### config.mk
export PLATFORM = sky130hd
export DESIGN_NAME = piecewise_linear_table_generator
export DESIGN_NICKNAME = d
export VERILOG_FILES = /design/src/sv/pltg_pkg.sv /design/src/sv/piecewise_linear_table_generator.sv
export VERILOG_INCLUDE_DIRS = /design/src /design/src/sv
export SDC_FILE = /design/constraint.sdc
export NUM_CORES = 2
export LEC_CHECK = 0
export BUFFER_PORTS_ARGS = -buffer_cell sky130_fd_sc_hd__buf_4
export CAP_MARGIN = 30
export CORE_MARGIN = 2
export CORE_UTILIZATION = 40
export CTS_BUF_LIST = sky130_fd_sc_hd__clkbuf_4
export CTS_CLUSTER_DIAMETER = 60
export DETAILED_ROUTE_END_ITERATION = 6
export GPL_TIMING_DRIVEN = 0
export SLEW_MARGIN = 40
export SYNTH_ARGS = -nofsm -noshare
export SYNTH_HDL_FRONTEND = slang
export SYNTH_SLANG_ARGS = --single-unit
export TNS_END_PERCENT = 1
### constraint.sdc
create_clock -name clk -period 8.09 [get_ports clk]
set_input_delay 0.4045 -clock clk [delete_from_list [all_inputs] [get_ports clk]]
set_output_delay 0.4045 -clock clk [all_outputs]
set_load 0.01 [all_outputs]
### src/sv/piecewise_linear_table_generator_defines.svh
// assertion macros for the line segment table generator
`ifndef PIECEWISE_LINEAR_TABLE_GENERATOR_DEFINES_SVH
`define PIECEWISE_LINEAR_TABLE_GENERATOR_DEFINES_SVH

`ifndef SYNTH
// same-cycle implication
`define PLTG_ASSERT(lbl, ante, cons) \
  lbl: assert property (@(posedge clk) disable iff (rst) (ante) |-> (cons)) \
    else $error("pltg assertion failed");
// next-cycle implication
`define PLTG_ASSERT_NEXT(lbl, ante, cons) \
  lbl: assert property (@(posedge clk) disable iff (rst) (ante) |=> (cons)) \
    else $error("pltg assertion failed");
`else
`define PLTG_ASSERT(lbl, ante, cons)
`define PLTG_ASSERT_NEXT(lbl, ante, cons)
`endif

`endif

### src/sv/pltg_pkg.sv
package pltg_pkg;

  // default sizes
  localparam int MAX_POINTS_DEF = 16;
  localparam int INDEX_BITS_DEF = 16;

  // field widths
  localparam int CMD_W   = 1;
  localparam int SLOT_W  = 4;
  localparam int VAL_W   = 16;
  localparam int LEN_W   = 17;
  localparam int IDX_W   = 16;
  localparam int CNT_W   = 4;
  localparam int TS_W    = 17;
  localparam int STAT_W  = 2;
  localparam int PROD_W  = VAL_W + LEN_W;

  // input tdata layout, lowest bit first
  localparam int SLOT_LSB = 0;
  localparam int VAL_LSB  = SLOT_LSB + SLOT_W;
  localparam int LEN_LSB  = VAL_LSB + VAL_W;
  localparam int IDX_LSB  = LEN_LSB + LEN_W;
  localparam int S_DATA_W = ((IDX_LSB + IDX_W + 7) / 8) * 8;
  localparam int M_DATA_W = ((VAL_W + 7) / 8) * 8;

  // config port
  localparam int CFG_IDX_W  = 2;
  localparam int CFG_DATA_W = TS_W;
  localparam logic [CFG_IDX_W-1:0] REG_SEGMENT_COUNT = 2'd0;
  localparam logic [CFG_IDX_W-1:0] REG_TABLE_SIZE    = 2'd1;
  localparam logic [CNT_W-1:0] SEGMENT_COUNT_RST = 4'd1;
  localparam logic [TS_W-1:0]  TABLE_SIZE_RST    = 17'd1024;

  // command codes
  localparam logic CMD_LOAD   = 1'b0;
  localparam logic CMD_SAMPLE = 1'b1;

  // restoring divider, one quotient bit per step
  localparam int DIV_STEPS = VAL_W;
  localparam int DIV_CNT_W = $clog2(DIV_STEPS);

  typedef enum logic [STAT_W-1:0] {
    ST_OK    = 2'd0,
    ST_SUM   = 2'd1,
    ST_RANGE = 2'd2
  } status_t;

  typedef enum logic [3:0] {
    S_FETCH    = 4'd0,
    S_ROUTE    = 4'd1,
    S_PRIME    = 4'd2,
    S_SUM      = 4'd3,
    S_CHECK    = 4'd4,
    S_SPLIT    = 4'd5,
    S_WALK     = 4'd6,
    S_DIFF     = 4'd7,
    S_MUL      = 4'd8,
    S_DIV_INIT = 4'd9,
    S_DIV      = 4'd10,
    S_FIN      = 4'd11,
    S_LAST     = 4'd12,
    S_EMIT     = 4'd13
  } step_t;

  typedef enum logic [3:0] {
    OP_NOP, OP_FETCH, OP_NEXT, OP_SUM, OP_CHECK, OP_WALK,
    OP_DIFF, OP_MUL, OP_DIV_INIT, OP_DIV, OP_FIN, OP_LAST
  } op_t;

  typedef enum logic [3:0] {
    C_NEVER, C_ALWAYS, C_IN_ACC, C_LOAD, C_N_ZERO, C_J_EQ_N,
    C_ERR, C_LAST, C_FOUND, C_DIV_LAST, C_OUT_FREE
  } cond_t;

  // control word: jump to target when cond holds, else hold or advance
  typedef struct packed {
    op_t   op;
    cond_t cond;
    step_t target;
    logic  hold;
  } ucode_t;

  // microprogram
  function automatic ucode_t ucode(input step_t pc);
    ucode_t w;
    case (pc)
      S_FETCH:    w = '{OP_FETCH,    C_IN_ACC,   S_ROUTE,  1'b1};
      S_ROUTE:    w = '{OP_NOP,      C_LOAD,     S_EMIT,   1'b0};
      S_PRIME:    w = '{OP_NEXT,     C_N_ZERO,   S_CHECK,  1'b0};
      S_SUM:      w = '{OP_SUM,      C_J_EQ_N,   S_CHECK,  1'b1};
      S_CHECK:    w = '{OP_CHECK,    C_ERR,      S_EMIT,   1'b0};
      S_SPLIT:    w = '{OP_NEXT,     C_LAST,     S_LAST,   1'b0};
      S_WALK:     w = '{OP_WALK,     C_FOUND,    S_DIFF,   1'b1};
      S_DIFF:     w = '{OP_DIFF,     C_NEVER,    S_FETCH,  1'b0};
      S_MUL:      w = '{OP_MUL,      C_NEVER,    S_FETCH,  1'b0};
      S_DIV_INIT: w = '{OP_DIV_INIT, C_NEVER,    S_FETCH,  1'b0};
      S_DIV:      w = '{OP_DIV,      C_DIV_LAST, S_FIN,    1'b1};
      S_FIN:      w = '{OP_FIN,      C_ALWAYS,   S_EMIT,   1'b0};
      S_LAST:     w = '{OP_LAST,     C_NEVER,    S_FETCH,  1'b0};
      S_EMIT:     w = '{OP_NOP,      C_OUT_FREE, S_FETCH,  1'b1};
      default:    w = '{OP_NOP,      C_ALWAYS,   S_FETCH,  1'b0};
    endcase
    return w;
  endfunction

endpackage

### src/sv/piecewise_linear_table_generator.sv
// flow: a load goes from accept through the route step to emit; a sample sums the
// segment lengths in use, checks sum and index, walks to the segment hit, then forms
// difference, product, 16-step quotient and result; an error goes to emit after the
// check, the last table index emits the point value at the segment count; one item at
// a time: the next item can be accepted the cycle after the result enters the output register
// reset: synchronous rst resets sequencer, output valid and config registers
`include "piecewise_linear_table_generator_defines.svh"

module piecewise_linear_table_generator #(
  parameter int MAX_POINTS = pltg_pkg::MAX_POINTS_DEF,
  parameter int INDEX_BITS = pltg_pkg::INDEX_BITS_DEF
) (
  input  logic                               clk,
  input  logic                               rst,
  // config write port
  input  logic                               cfg_we,
  input  logic [pltg_pkg::CFG_IDX_W-1:0]     cfg_index,
  input  logic [pltg_pkg::CFG_DATA_W-1:0]    cfg_data,
  // input beats
  input  logic                               s_tvalid,
  output logic                               s_tready,
  input  logic [pltg_pkg::S_DATA_W-1:0]      s_tdata,  // slot, point_value, segment_length, sample_index
  input  logic [pltg_pkg::CMD_W-1:0]         s_tuser,  // cmd
  // result beats
  output logic                               m_tvalid,
  input  logic                               m_tready,
  output logic [pltg_pkg::M_DATA_W-1:0]      m_tdata,  // sample
  output logic [pltg_pkg::STAT_W-1:0]        m_tuser   // status
);

  localparam int AW    = $clog2(MAX_POINTS);
  localparam int SUM_W = pltg_pkg::LEN_W + AW;
  localparam int CW    = ((SUM_W > INDEX_BITS) ? SUM_W : INDEX_BITS) + 1;
  localparam int VW    = pltg_pkg::VAL_W;
  localparam int LW    = pltg_pkg::LEN_W;

  // config registers
  logic [pltg_pkg::CNT_W-1:0] segment_count;
  logic [pltg_pkg::TS_W-1:0]  table_size;

  // sequencer
  pltg_pkg::step_t  pc, pc_next;
  pltg_pkg::ucode_t uc;
  logic             flag;

  // breakpoint stores
  logic [VW-1:0] pv_mem  [MAX_POINTS];
  logic [LW-1:0] len_mem [MAX_POINTS];
  logic [VW-1:0] rd_pv;
  logic [LW-1:0] rd_len;

  // datapath registers
  logic                          cmd_r;
  logic [INDEX_BITS-1:0]         k_r;
  logic [AW-1:0]                 n_r;
  logic [AW-1:0]                 j;
  logic [SUM_W-1:0]              acc;
  logic [VW-1:0]                 a_r;
  logic [LW-1:0]                 off_r;
  logic [LW-1:0]                 div_len;
  logic                          d_neg;
  logic [VW-1:0]                 d_mag;
  logic [pltg_pkg::PROD_W-1:0]   prod;
  logic [LW-1:0]                 rem;
  logic [VW-1:0]                 dq;
  logic [pltg_pkg::DIV_CNT_W-1:0] cnt;
  logic [VW-1:0]                 res_r;
  pltg_pkg::status_t             status_r;

  // combinational helpers
  logic                   s_accept;
  logic                   out_free;
  logic [AW+3:0]          slot_ext;
  logic                   slot_ok;
  logic [AW-1:0]          waddr;
  logic [INDEX_BITS+15:0] idx_ext;
  logic [INDEX_BITS-1:0]  idx;
  logic [AW-1:0]          n_next;
  logic                   sum_bad;
  logic                   idx_bad;
  logic                   is_last;
  logic                   found;
  logic [CW-1:0]          seg_end;
  logic [CW-1:0]          off_full;
  logic [VW:0]            diff;
  logic [VW:0]            diff_abs;
  logic [LW:0]            div_t;
  logic                   div_ge;
  logic [LW:0]            div_sub;

  // handshakes
  assign s_tready = (pc == pltg_pkg::S_FETCH);
  assign s_accept = s_tvalid && s_tready;
  assign out_free = !m_tvalid || m_tready;

  // input field decode
  assign slot_ext = {{AW{1'b0}}, s_tdata[pltg_pkg::SLOT_LSB +: pltg_pkg::SLOT_W]};
  assign slot_ok  = slot_ext < (AW + 4)'(MAX_POINTS);
  assign waddr    = slot_ext[AW-1:0];
  assign idx_ext  = {{INDEX_BITS{1'b0}}, s_tdata[pltg_pkg::IDX_LSB +: pltg_pkg::IDX_W]};
  assign idx      = idx_ext[INDEX_BITS-1:0];
  assign n_next   = (int'(segment_count) > MAX_POINTS - 1) ? AW'(MAX_POINTS - 1)
                                                            : AW'(segment_count);

  // range checks and segment search
  assign sum_bad  = CW'(acc) != CW'(table_size);
  assign idx_bad  = CW'(k_r) >= CW'(table_size);
  assign is_last  = CW'(k_r) == (CW'(table_size) - CW'(1));
  assign seg_end  = CW'(acc) + CW'(rd_len);
  assign found    = (rd_len != '0) && (CW'(k_r) < seg_end);
  assign off_full = CW'(k_r) - CW'(acc);

  // slope and divider step
  assign diff     = {rd_pv[VW-1], rd_pv} - {a_r[VW-1], a_r};
  assign diff_abs = diff[VW] ? (~diff + (VW + 1)'(1)) : diff;
  assign div_t    = {rem, dq[VW-1]};
  assign div_ge   = div_t >= {1'b0, div_len};
  assign div_sub  = div_t - {1'b0, div_len};

  // config writes
  always_ff @(posedge clk) begin
    if (rst) begin
      segment_count <= pltg_pkg::SEGMENT_COUNT_RST;
      table_size    <= pltg_pkg::TABLE_SIZE_RST;
    end else if (cfg_we) begin
      case (cfg_index)
        pltg_pkg::REG_SEGMENT_COUNT: segment_count <= cfg_data[pltg_pkg::CNT_W-1:0];
        pltg_pkg::REG_TABLE_SIZE:    table_size    <= cfg_data[pltg_pkg::TS_W-1:0];
        default: ;
      endcase
    end
  end

  // control word fetch and condition select
  always_comb begin
    uc = pltg_pkg::ucode(pc);
    case (uc.cond)
      pltg_pkg::C_NEVER:    flag = 1'b0;
      pltg_pkg::C_ALWAYS:   flag = 1'b1;
      pltg_pkg::C_IN_ACC:   flag = s_accept;
      pltg_pkg::C_LOAD:     flag = (cmd_r == pltg_pkg::CMD_LOAD);
      pltg_pkg::C_N_ZERO:   flag = (n_r == '0);
      pltg_pkg::C_J_EQ_N:   flag = (j == n_r);
      pltg_pkg::C_ERR:      flag = sum_bad || idx_bad;
      pltg_pkg::C_LAST:     flag = is_last;
      pltg_pkg::C_FOUND:    flag = found;
      pltg_pkg::C_DIV_LAST: flag = (cnt == pltg_pkg::DIV_CNT_W'(pltg_pkg::DIV_STEPS - 1));
      pltg_pkg::C_OUT_FREE: flag = out_free;
      default:              flag = 1'b0;
    endcase
  end

  // next step
  always_comb begin
    if (flag) begin
      pc_next = uc.target;
    end else if (uc.hold) begin
      pc_next = pc;
    end else begin
      pc_next = pltg_pkg::step_t'(pc + 4'd1);
    end
  end

  always_ff @(posedge clk) begin
    if (rst) begin
      pc <= pltg_pkg::S_FETCH;
    end else begin
      pc <= pc_next;
    end
  end

  // breakpoint stores, registered read at j
  always_ff @(posedge clk) begin
    if (s_accept && (s_tuser == pltg_pkg::CMD_LOAD) && slot_ok) begin
      pv_mem[waddr]  <= s_tdata[pltg_pkg::VAL_LSB +: VW];
      len_mem[waddr] <= s_tdata[pltg_pkg::LEN_LSB +: LW];
    end
    rd_pv  <= pv_mem[j];
    rd_len <= len_mem[j];
  end

  // datapath driven by the control word
  always_ff @(posedge clk) begin
    case (uc.op)
      pltg_pkg::OP_FETCH: begin
        if (s_accept) begin
          cmd_r    <= s_tuser;
          k_r      <= idx;
          n_r      <= n_next;
          j        <= '0;
          acc      <= '0;
          res_r    <= '0;
          status_r <= pltg_pkg::ST_OK;
        end
      end
      pltg_pkg::OP_NEXT: begin
        j <= j + AW'(1);
      end
      pltg_pkg::OP_SUM: begin
        acc <= acc + SUM_W'(rd_len);
        j   <= j + AW'(1);
      end
      pltg_pkg::OP_CHECK: begin
        if (sum_bad) begin
          status_r <= pltg_pkg::ST_SUM;
        end else if (idx_bad) begin
          status_r <= pltg_pkg::ST_RANGE;
        end else begin
          status_r <= pltg_pkg::ST_OK;
        end
        res_r <= '0;
        j     <= is_last ? n_r : '0;
        acc   <= '0;
      end
      pltg_pkg::OP_WALK: begin
        if (found) begin
          a_r     <= rd_pv;
          off_r   <= off_full[LW-1:0];
          div_len <= rd_len;
        end else begin
          acc <= acc + SUM_W'(rd_len);
          j   <= j + AW'(1);
        end
      end
      pltg_pkg::OP_DIFF: begin
        d_neg <= diff[VW];
        d_mag <= diff_abs[VW-1:0];
      end
      pltg_pkg::OP_MUL: begin
        prod <= pltg_pkg::PROD_W'(d_mag) * pltg_pkg::PROD_W'(off_r);
      end
      pltg_pkg::OP_DIV_INIT: begin
        rem <= prod[pltg_pkg::PROD_W-1 -: LW];
        dq  <= prod[VW-1:0];
        cnt <= '0;
      end
      pltg_pkg::OP_DIV: begin
        rem <= div_ge ? div_sub[LW-1:0] : div_t[LW-1:0];
        dq  <= {dq[VW-2:0], div_ge};
        cnt <= cnt + pltg_pkg::DIV_CNT_W'(1);
      end
      pltg_pkg::OP_FIN: begin
        res_r <= d_neg ? (a_r - dq) : (a_r + dq);
      end
      pltg_pkg::OP_LAST: begin
        res_r <= rd_pv;
      end
      default: ;
    endcase
  end

  // output register
  always_ff @(posedge clk) begin
    if (rst) begin
      m_tvalid <= 1'b0;
    end else if (pc == pltg_pkg::S_EMIT && out_free) begin
      m_tvalid <= 1'b1;
    end else if (m_tready) begin
      m_tvalid <= 1'b0;
    end
  end

  always_ff @(posedge clk) begin
    if (pc == pltg_pkg::S_EMIT && out_free) begin
      m_tdata <= pltg_pkg::M_DATA_W'(res_r);
      m_tuser <= status_r;
    end
  end

  // checks
  `PLTG_ASSERT(a_div_rem_lt_len, pc == pltg_pkg::S_DIV, rem < div_len)
  `PLTG_ASSERT(a_walk_in_range, pc == pltg_pkg::S_WALK, j <= n_r)
  `PLTG_ASSERT(a_load_zero, pc == pltg_pkg::S_EMIT && cmd_r == pltg_pkg::CMD_LOAD, res_r == '0 && status_r == pltg_pkg::ST_OK)
  `PLTG_ASSERT(a_err_zero, pc == pltg_pkg::S_EMIT && status_r != pltg_pkg::ST_OK, res_r == '0)
  `PLTG_ASSERT_NEXT(a_emit_valid, pc == pltg_pkg::S_EMIT && out_free, m_tvalid && pc == pltg_pkg::S_FETCH)

endmodule
==> flow_summary.ini <==
[floorplanning]
initial_utilization = 0.402
io_pins = 101
die_h_um = 340
die_area_um2 = 115000
floorplan.rows = 123
floorplan.die.width_um = 340
placeableCoreArea_um2 = 112000

[cts]
tritoncts.num_buffers = 207
cts_root_buf = sky130_fd_sc_hd__clkbuf_4
cts_num_sinks = 819
clock_tree_from_tritoncts = done
htree_levels = 4
clock_insertion_delay_worst_skew_ps = 1060
clk_transition_reported_paths_ps = 70
cts-root-to-sink-buffers = 3

[timing]
final_period_util = 0.954
finalCriticalPeriod_ps = 7720
clock.fmax_mhz = 130
count_of_pins_over_their_slew_limit = 0
setup_violations = 0
worst_slew_margin_rel = 0.417
worst_skew_ps = 79.1
fin_tns_setup_ps = 0
timing.final.hold_violations = 0
worst_pin_slew_ps = 875

[synth]
number_of_flops_mapped_to_enable_cells_by_yosys = 747
synth.ff_latch_count = 819
synth.net_count = 3910
synthArstFlopShare = 0
yosysUniqueCellTypes = 86
synth_warnings = 0
post_synth.cell_area_avg_um2 = 13.3
post_synth_inst_count = 3389
sequential_fraction_of_the_synthesis_area = 0.529
netlist_area_um2 = 45100
dominantRegCellSynth = sky130_fd_sc_hd__edfxtp_1

[routing]
drt_wl_total_um = 115000
avgRoutedWirePerCell_um = 20.6
route.detailed.vias_per_inst = 5.18
drt_pass_1_iters = 5
number_of_drc_violations_after_detailed_routing_iteration_0 = 2144
detailroute.via_count = 28870
ant_nets = 0
drt_drc_violations_left = 0

[run_status]
run_status = completed

[grt]
first_global_vias = 29553
overflow = 0
grtUsageTotal = 0.200
antenna_found_initial = 15
grt_max_degree = 24
global_route_wire_length_before_repair_um = 176000

[worst_setup_path]
worst_path_dominant_cell_family = adder cells
cp_data_arrival_time_ps = 8470
reg2reg_slack_ps = 370
startpoint_type = flip-flop
critPathLaunch = off_r[9]
critical_path.reg2reg.startpoint = off_r[9]
cp_num_cells = 24
r2r_cells = 24
timing.setup.critical_path_class = flip-flop to flip-flop
worstPathCellList = clkbuf_1 > nand2_1 > fa_1 > inv_1 > fa_1 > inv_1 > fa_1 > fa_1 > inv_1 > fa_1 > inv_1 > fa_1 > inv_1 > ha_1 > nand4_1 > or2_2 > nor4b_1 > nor2_1 > a311oi_1 > o2111ai_1 > a311oi_2 > o21a_1 > nor2_1 > xnor2_1
endpoint_kind_of_the_worst_setup_timing_path = flip-flop
endpoint = prod[30]
crit_slowest_cell = sky130_fd_sc_hd__fa_1
timing.critical_path.fanout_max = 10
cpPeakStageDelay_ps = 560
worstReg2RegEnd = prod[30]
cpMostUsedCell = sky130_fd_sc_hd__fa_1
data_required_time_at_the_worst_endpoint_ps = 8840
critPathBufInv = 6

[placement]
i_o_buffers = 97
post_dp_cell_area_um2 = 49000
gp_congestion = 0.889
dpl_wire_length_um = 84300

[layout]
fraction_of_layout_cells_with_a_size_suffix_above_1 = 0.198
post-route-cell-area_um2 = 53000
area_growth_syn_to_layout_pct = 17.5
mostFrequentLayoutCells = sky130_fd_sc_hd__edfxtp_1, sky130_fd_sc_hd__inv_1, sky130_fd_sc_hd__nand2_1
final_nets = 4417
most_common_cell_after_layout_fill_and_taps_aside = sky130_fd_sc_hd__edfxtp_1
fillCellCount = 9985

[power_and_ir_drop]
worst_ir_drop_vdd_v = 0.000574
p_leak_uw = 0.0204
power-per-cell-area_nw_per_um2 = 439

[worst_hold_path]
timing.hold.worst.class = primary input to flip-flop

[run]
drv.max_cap_violation_count = 0
worst min-delay path, cell delays in order:
cell,delay [ps]
sky130_fd_sc_hd__buf_4,140
sky130_fd_sc_hd__nand3_1,280
sky130_fd_sc_hd__nor3_2,170
per-stage QoR:
step / setup WS [ps] / hold slack, ps / utilization / total power, uW / cells
after global routing: -15.0 / 54.7 / 0.472 / 25400 / 5571
after global placement: -2680 / 403 / 0.425 / 19500 / 4986
after detailed placement: 0.976 / 405 / 0.437 / 19600 / 5073
after floorplan: 430 / 400 / - / 16000 / 3389
final: 371 / 146 / 0.472 / 23300 / 5571
after CTS: 19.8 / 6.26 / 0.471 / 23500 / 5563
cell families after synthesis:
kind of cell             after synthesis  share of synthesized area
AND/OR/NAND/NOR                      896                     0.0962
adder cells (fa/ha/maj)              440                      0.157
multiplexers                         187                     0.0878
buffers and inverters                490                     0.0412
XOR/XNOR                             157                     0.0307
AO/OA/AOI/OAI                        400                     0.0575
flip-flops                           819                      0.529
registers in the layout (all words and copies together) (netlist names), 4 cells and up:
name        flops
j               4
n_r             4
cnt             4
n_next          4
table_size     17
uc             13
pc              4
len_mem       272
acc            21
a_r            16
prod           33
rem            17
pv_mem        256
rd_pv          16
off_r          17
div_len        17
rd_len         17
res_r          16
k_r            16
m_tdata        16
dq             16
d_mag          16
worst min-delay path by stage:
stage / start / to / slack (ps) / cells past startpoint
2_1_floorplan: res_r[0] / m_tdata[0] / 400 / 0
5_1_grt: s_tuser / cmd_r / 50 / 2
3_5_place_dp: res_r[2] / m_tdata[2] / 400 / 0
3_3_place_gp: res_r[14] / m_tdata[14] / 400 / 0
4_1_cts: s_tuser / cmd_r / 6 / 2
6_report: s_tdata[3] / len_mem[12][9] / 150 / 3
synthesized netlist by cell type, types with 20 or more instances:
library cell,number,area share
sky130_fd_sc_hd__nand4_1,24,0.0033
sky130_fd_sc_hd__nor2_1,151,0.013
sky130_fd_sc_hd__nand2b_1,24,0.0033
sky130_fd_sc_hd__o21a_1,20,0.0033
sky130_fd_sc_hd__mux4_2,165,0.082
sky130_fd_sc_hd__dfxtp_1,72,0.032
sky130_fd_sc_hd__nand2_1,359,0.030
sky130_fd_sc_hd__nor3_1,41,0.0045
sky130_fd_sc_hd__fa_1,213,0.095
sky130_fd_sc_hd__clkbuf_1,99,0.0082
sky130_fd_sc_hd__a21oi_1,115,0.013
sky130_fd_sc_hd__inv_1,363,0.030
sky130_fd_sc_hd__xor2_1,56,0.011
sky130_fd_sc_hd__nand3_1,40,0.0044
sky130_fd_sc_hd__nor4_1,22,0.0031
sky130_fd_sc_hd__ha_1,227,0.063
sky130_fd_sc_hd__o21ai_0,95,0.011
sky130_fd_sc_hd__and2_1,110,0.015
sky130_fd_sc_hd__nor2b_1,32,0.0044
sky130_fd_sc_hd__a21o_1,34,0.0057
sky130_fd_sc_hd__xnor2_1,100,0.019
sky130_fd_sc_hd__edfxtp_1,747,0.50
power breakdown:
group | leakage, uW | internal, uW | switching (uW)
clock network | 0.00164 | 1920 | 1700
logic | 0.0114 | 5840 | 7710
registers | 0.00736 | 5670 | 437
layout make-up:
| cell class | instances | area [um^2] | share of cell area |
|---|---|---|---|
| Antenna cell | 3 | 7.51 | 0.000142 |
| Buffer | 122 | 529 | 0.00999 |
| Clock buffer | 309 | 2320 | 0.0438 |
| Clock inverter | 72 | 467 | 0.00881 |
| Inverter | 365 | 1370 | 0.0258 |
| Multi-Input combinational cell | 2080 | 19600 | 0.369 |
| Sequential cell | 819 | 23900 | 0.450 |
| Tap cell | 1500 | 1880 | 0.0354 |
| Timing Repair Buffer | 301 | 3000 | 0.0567 |
metal layers:
metal	track usage	wire length, um	vias to the layer above
met1	0.260	48000	14511
met4	0.0587	2280	8
li1	-	-	13334
met5	0	42	-
met3	0.0349	6270	169
met2	0.344	57900	848
timing repair:
item	in CTS	in global routing
endpoints found under the hold margin	662	0
setup buffers	2	8
endpoints found under the setup margin	2	4
resized for setup	3	33
cloned	0	0
hold buffers	107	0
Note: power is estimated with default switching activity, not from simulation.
